$ cat src/rtl/core/lcdnw_pkg.sv
`timescale 1ns / 1ps

package lcdnw_pkg;

  // Width of the number that is printed; the field on the port stays 32 bits.
  localparam int unsigned NUMBER_WIDTH = 32;
  localparam int unsigned NumFieldW    = 32;

  // Digits of a 32-bit value, and the bits for a digit count (0..MaxDigits).
  localparam int unsigned MaxDigits = 10;
  localparam int unsigned CntW      = $clog2(MaxDigits + 1);
  localparam int unsigned IdxW      = $clog2(MaxDigits);

  localparam logic [NumFieldW-1:0] NumMask =
      (NUMBER_WIDTH >= NumFieldW) ? {NumFieldW{1'b1}}
                                  : ((NumFieldW'(1) << NUMBER_WIDTH) - NumFieldW'(1));

  // Divide by ten: q = (x * ceil(2^35 / 10)) >> 35, exact for any 32-bit x.
  localparam logic [31:0]  Recip10    = 32'hCCCC_CCCD;
  localparam int unsigned  Recip10Shr = 35;
  localparam int unsigned  QuotW      = 64 - Recip10Shr;

  localparam logic [7:0] AsciiZero = 8'd48;
  localparam logic [7:0] PosLine1  = 8'd128;
  localparam logic [7:0] PosLine2  = 8'd192;

  localparam logic [1:0] LINE_1 = 2'd1;
  localparam logic [1:0] LINE_2 = 2'd2;

  localparam logic RS_INSTR = 1'b0;
  localparam logic RS_DATA  = 1'b1;

  typedef enum logic [1:0] {
    REQ_CMD  = 2'd0,
    REQ_CHAR = 2'd1,
    REQ_NUM  = 2'd2,
    REQ_POS  = 2'd3
  } req_type_e;

  typedef struct packed {
    logic load;      // capture the request
    logic div_step;  // peel one decimal digit
    logic pop;       // drop the digit just sent
    logic sel_hi;    // drive the high nibble
  } dp_cmd_t;

  typedef struct packed {
    logic last_digit;  // current divide step yields the final digit
    logic last_byte;   // the byte on the bus is the final one of the request
  } dp_status_t;

endpackage

$ cat src/rtl/core/lcdnw_ctrl.sv
`timescale 1ns / 1ps

module lcdnw_ctrl
  import lcdnw_pkg::*;
(
  input  logic       clk_i,
  input  logic       rst_ni,
  input  logic       in_valid_i,
  output logic       in_ready_o,
  input  logic [1:0] req_type_i,
  input  logic [1:0] line_i,
  output logic       out_valid_o,
  input  logic       out_ready_i,
  output logic       out_last_o,
  input  dp_status_t status_i,
  output dp_cmd_t    cmd_o
);

  typedef enum logic [1:0] {
    ST_IDLE,
    ST_DIV,
    ST_HI,
    ST_LO
  } state_e;

  state_e state_q, state_d;
  logic   line_ok;

  assign line_ok = (line_i == LINE_1) || (line_i == LINE_2);

  always_comb begin
    state_d      = state_q;
    cmd_o        = '0;
    in_ready_o   = 1'b0;
    out_valid_o  = 1'b0;
    out_last_o   = 1'b0;
    unique case (state_q)
      ST_IDLE: begin
        in_ready_o = 1'b1;
        if (in_valid_i) begin
          cmd_o.load = 1'b1;
          priority if (req_type_e'(req_type_i) == REQ_NUM) begin
            state_d = ST_DIV;
          end else if (req_type_e'(req_type_i) == REQ_POS && !line_ok) begin
            state_d = ST_IDLE;
          end else begin
            state_d = ST_HI;
          end
        end
      end
      ST_DIV: begin
        cmd_o.div_step = 1'b1;
        if (status_i.last_digit) begin
          state_d = ST_HI;
        end
      end
      ST_HI: begin
        out_valid_o  = 1'b1;
        cmd_o.sel_hi = 1'b1;
        if (out_ready_i) begin
          state_d = ST_LO;
        end
      end
      ST_LO: begin
        out_valid_o = 1'b1;
        out_last_o  = status_i.last_byte;
        if (out_ready_i) begin
          if (status_i.last_byte) begin
            state_d = ST_IDLE;
          end else begin
            cmd_o.pop = 1'b1;
            state_d   = ST_HI;
          end
        end
      end
      default: state_d = ST_IDLE;
    endcase
  end

  always_ff @(posedge clk_i or negedge rst_ni) begin
    if (!rst_ni) begin
      state_q <= ST_IDLE;
    end else begin
      state_q <= state_d;
    end
  end

  a_no_overlap: assert property (@(posedge clk_i) disable iff (!rst_ni)
    !(in_ready_o && out_valid_o))
    else $error("input accepted while a transaction is pending");

  a_num_divides: assert property (@(posedge clk_i) disable iff (!rst_ni)
    (in_valid_i && in_ready_o && req_type_e'(req_type_i) == REQ_NUM) |=> cmd_o.div_step)
    else $error("number request did not start digit extraction");

  a_last_on_low: assert property (@(posedge clk_i) disable iff (!rst_ni)
    out_last_o |-> (out_valid_o && !cmd_o.sel_hi))
    else $error("last flagged outside the low nibble");

  a_after_last: assert property (@(posedge clk_i) disable iff (!rst_ni)
    (out_valid_o && out_ready_i && out_last_o) |=> in_ready_o)
    else $error("block not idle after final transaction");

endmodule

$ cat config.mk
export PLATFORM = sky130hd
export DESIGN_NAME = lcdnw_ctrl
export DESIGN_NICKNAME = d
export VERILOG_FILES = /design/src/rtl/core/lcdnw_pkg.sv /design/src/rtl/core/lcdnw_ctrl.sv
export SDC_FILE = /design/constraint.sdc
export NUM_CORES = 1
export LEC_CHECK = 0
export ABC_AREA = 0
export BUFFER_PORTS_ARGS = -buffer_cell sky130_fd_sc_hd__buf_2
export CORE_AREA = 3 3 40 42
export DETAILED_ROUTE_END_ITERATION = 10
export DIE_AREA = 0 0 43 45
export GPL_TIMING_DRIVEN = 0
export SLEW_MARGIN = 25
export SYNTH_ARGS = -nofsm -noshare
export SYNTH_HDL_FRONTEND = slang
export SYNTH_SLANG_ARGS = --single-unit
$ cat constraint.sdc
create_clock -name clk_i -period 1.3 [get_ports clk_i]
set_input_delay 0.13 -clock clk_i [delete_from_list [all_inputs] [get_ports clk_i]]
set_output_delay 0.13 -clock clk_i [all_outputs]
set_load 0.05 [all_outputs]
======== Word-level counts from Yosys, hierarchy flattened ========
Index checks and enable logic that the tools add are counted.
Widths: inputs -> output; s select.
word-level totals
  register bits ........................... 2
  bits of input ports ..................... 10
  output and inout port bits .............. 7
  logic and storage cells ................. 36
operators by class
  equal/unequal tests ..................... 11
  multiplexer cells ....................... 18
  reduce and logical (&&, ||, !) cells .... 6
operators with widths
  kind                count
  $mux 2              7
  $eq 2x2->1 const B  5
  $mux 1              10
  $ne 2x2->1 const B  4
  $pmux 2 s4          1
  $eq 2x1->1 const B  2
  $reduce_and 4->1    1
  $logic_not 2->1     1
  $reduce_or 2->1     1
  $logic_and 1x1->1   1
  $logic_not 1->1     1
  $logic_or 1x1->1    1

======== Longest topological paths before layout ========
  word-level depth ........................ 8
  depth in mapped cells ................... 4
  mapped depth without buffers ............ 3

======== Worst setup path before layout ========
OpenSTA, ideal clock, no wires.
  kind .................................... register to output
  start point ............................. reg state_q[1]
  end point ............................... out cmd_o[3] in the netlist's numbering
  arrival ................................. 1.755 ns
  required time ........................... 1.170 ns
  slack ................................... -0.585 ns
  cell stages (with the launch flop) ...... 4
  path buffers ............................ 1
  cell sequence ........................... dfrtp_1 -> buf_2 -> nor2_1 -> and2_1
RTL lines
  item                      line              RTL
  start: declaration        lcdnw_ctrl.sv:26  state_e state_q, state_d;
  start signal: assignment  lcdnw_ctrl.sv:84  state_q <= state_d;
  end: declaration          lcdnw_ctrl.sv:16  output dp_cmd_t cmd_o

==> results.toml <==
[status]
status = "complete, no violations"

[power]
p_switching_mw = 0.509
seqPwrFrac_pct = 10.9
comb_power_share_pct = 75.5
p_leak_nw = 0.183
switching_share_pct = 52.0
powerDensity_nw_per_um2 = 2690
ir_drop_uv = 577
clockPowerShare_pct = 13.6
internal-power_mw = 0.469

[floorplan]
rows = 13
die_area_um2 = 1940
die_h_um = 45
io_pins = 17
die_w_um = 43
core_area_um2 = 1280
start_util_pct = 15.3

[routing]
drt_iter0_drc = 3
antenna_left = 0
m1WireLength_um = 230
dr.pass1.iters = 2
num_vias = 218
drcViolationCount = 0
top_layer_used = "met3"
viasPerCell = 3.82
wl_met3_um = 53
totalWireLength_um = 481
wire_per_inst_um = 8.44
wl_met2_um = 197

[finish]
largest_reg_flops = 2
layout.nets = 54
stdcell_area_um2 = 364
final_util_pct = 28.3
area_growth_pct = 85.4
fin_cells = 57
n_antenna_cell = 0
fillerInstances = 145
drive_above_1_share_pct = 61.9
reg_top3 = "state_q: 2 flops"
top_register = "state_q"

[worst_setup_path]
r2r_slack_ns = 0.23
cp-end-kind = "output port"
crit_start = "state_q[1]$_DFFE_PN0P_"
cpLargestDelayFamily = "flip-flops"
r2r_end = "state_q[1]$_DFFE_PN0P_"
cp.arrival_ns = 1.12
reg2reg_depth = 4
criticalPathCategory = "reg2out"
max_stage_delay_ns = 0.36
start_kind = "flip-flop"
critPathMaxFanout = 10
rr_startpoint = "state_q[0]$_DFFE_PN0P_"
crit_end = "cmd_o[3]"
slowest_stage = "dfrtp_1"
crit_cells = 4
crit_required_ns = 1.17
path_cells = "buf_6, nor2_4, and2_4, buf_8"
critical_path_buf_inv_count = 2

[placement]
io_buffers = 16
post-place-ws_ns = 0.130
routabilityCongestion = 0.612
dp_cells = 53
place_area_um2 = 307

[yosys]
synth_area_per_cell_um2 = 8.93
synth_area_um2 = 196
ys_types = 20
synth-seq-area-share_pct = 25.5
synth-seq-cells = 2
synth_warnings = 0
netlist_instances = 22
syn_nets = 32

[worst_hold_path]
hold_class = "in2reg"

[cts]
cts_root_buffer = "clkbuf_4"
clkLatencyLatePin_ns = 0.22
clockBufferDepth = 2
clock_sinks = 2
htreeDepth = 1
cts_tree = "yes"
numCtsBuffers = 3
clk_pin_slew_ns = 0.03

[sta]
fin_crit_ns = 1.25
worst_pin_slew_ns = 0.249
clock.fmax_mhz = 798
fin_crit_sh_pct = 96.4
hold_viol = 0
slew_violations = 0
setup_viol = 0
fin_skew_ns = 0.00146
worst_slack_ns = 0.0464
rsz0062_at_grt = "yes"
slew_headroom_pct = 83.5

[grt]
grt_pass1_wl_um = 793
antenna_found_initial = 0
grt_use_total_pct = 6.08
grt_pass1_vias = 200
grt_max_degree = 11
gr-total-overflow = 0

[job]
maxCapViolCount = 0
==> logic make-up (layout without fill, tap and decap cells) <==
family	after synthesis	in the layout	share of synthesized area (%)
buffers and inverters	3	23	10.2
and+or+nand+nor	11	11	37.6
xor gates and xnor gates	2	2	8.92
muxes	1	1	7.64
DFF	2	2	25.5
AOI/OAI and AO/OA	3	3	10.2
==> metrics by stage <==
step                      hold WS (ns)  total power, mW    TNS, ns
after global routing             0.106             1.04    -0.0215
after detailed placement       -0.0850            0.788          0
final                            0.108            0.978          0
after CTS                       0.0991            0.960  -0.000319
after global placement         -0.0850            0.785          0
after floorplan                 -0.166            0.667    -0.0183
==> final cells by class <==
type | instances | area, um^2 | area share (%)
multi-input cells | 17 | 139 | 38.1
flip-flops and latches | 2 | 50.0 | 13.7
well taps | 15 | 18.8 | 5.15
clock buffers | 3 | 22.5 | 6.19
repair buffers | 17 | 108 | 29.6
plain buffers | 3 | 26.3 | 7.22
==> Yosys cell counts <==
cell	instances	area (um^2)
dfrtp_1	2	50.1
nor2b_1	2	12.5
a21oi_1	1	5.00
a31oi_1	1	6.26
and2_1	1	6.26
and2b_1	1	7.51
and3_1	1	6.26
and4b_1	1	10.0
and4bb_1	1	12.5
buf_2	1	5.00
buf_6	1	11.3
clkbuf_1	1	3.75
mux2_4	1	15.0
nand2_1	1	3.75
nand4_1	1	6.26
nor2_1	1	3.75
nor3_1	1	5.00
o21ai_2	1	8.76
xnor2_1	1	8.76
xor2_1	1	8.76
==> power by group through the flow <==
stage | Sequential (mW) | Combinational [mW] | Clock [mW]
floorplan | 0.103 | 0.565 | 0
global placement | 0.103 | 0.682 | 0
detailed placement | 0.103 | 0.684 | 0
CTS | 0.103 | 0.715 | 0.141
global route | 0.113 | 0.778 | 0.153
finish | 0.107 | 0.739 | 0.133
==> layout by cell type (no fill, tap or decap), drive strengths merged <==
cell and instances:
dfrtp 2, and4bb 1, nor2b 2, xor2 1, buf 17, nor3 1
mux2 1, nand2 1, and2b 1, a31oi 1, and4b 1, and2 1
clkbuf 5, o21ai 1, and3 1, nor2 1, xnor2 1, nand4 1
dlygate4sd3 1, a21oi 1
==> timing repair <==
item / in CTS / in global routing
hold endpoints to repair: 2 / 0
hold buffers: 1 / 0
gates resized for setup: 5 / 4
buffers inserted: 0 / 0
setup endpoints to repair: 3 / 3
==> per-layer routing <==
metal  vias up  track usage [%]
met3         0             3.98
met2        13             6.59
met5         -                0
met1        89             6.99
li1        116                -
met4         0             7.23
==> worst reg2reg max path: cells and delay by family (launching register included) <==
kind	cells	cell delay (ns)
flops	1	0.36
compound gates	2	0.15
buf+inv	1	0.14
mux	1	0.30
==> worst min-delay path by stage <==
stage	start	slack, ns	cells after the start	end
2_1_floorplan	rst_ni	-0.17	0	state_q[0]$_DFFE_PN0P_
3_3_place_gp	rst_ni	-0.09	1	state_q[0]$_DFFE_PN0P_
6_report	req_type_i[1]	0.11	2	state_q[1]$_DFFE_PN0P_
4_1_cts	req_type_i[1]	0.1	2	state_q[1]$_DFFE_PN0P_
3_5_place_dp	rst_ni	-0.08	1	state_q[0]$_DFFE_PN0P_
5_1_grt	req_type_i[1]	0.11	2	state_q[1]$_DFFE_PN0P_
(Power assumes the default switching activity.)
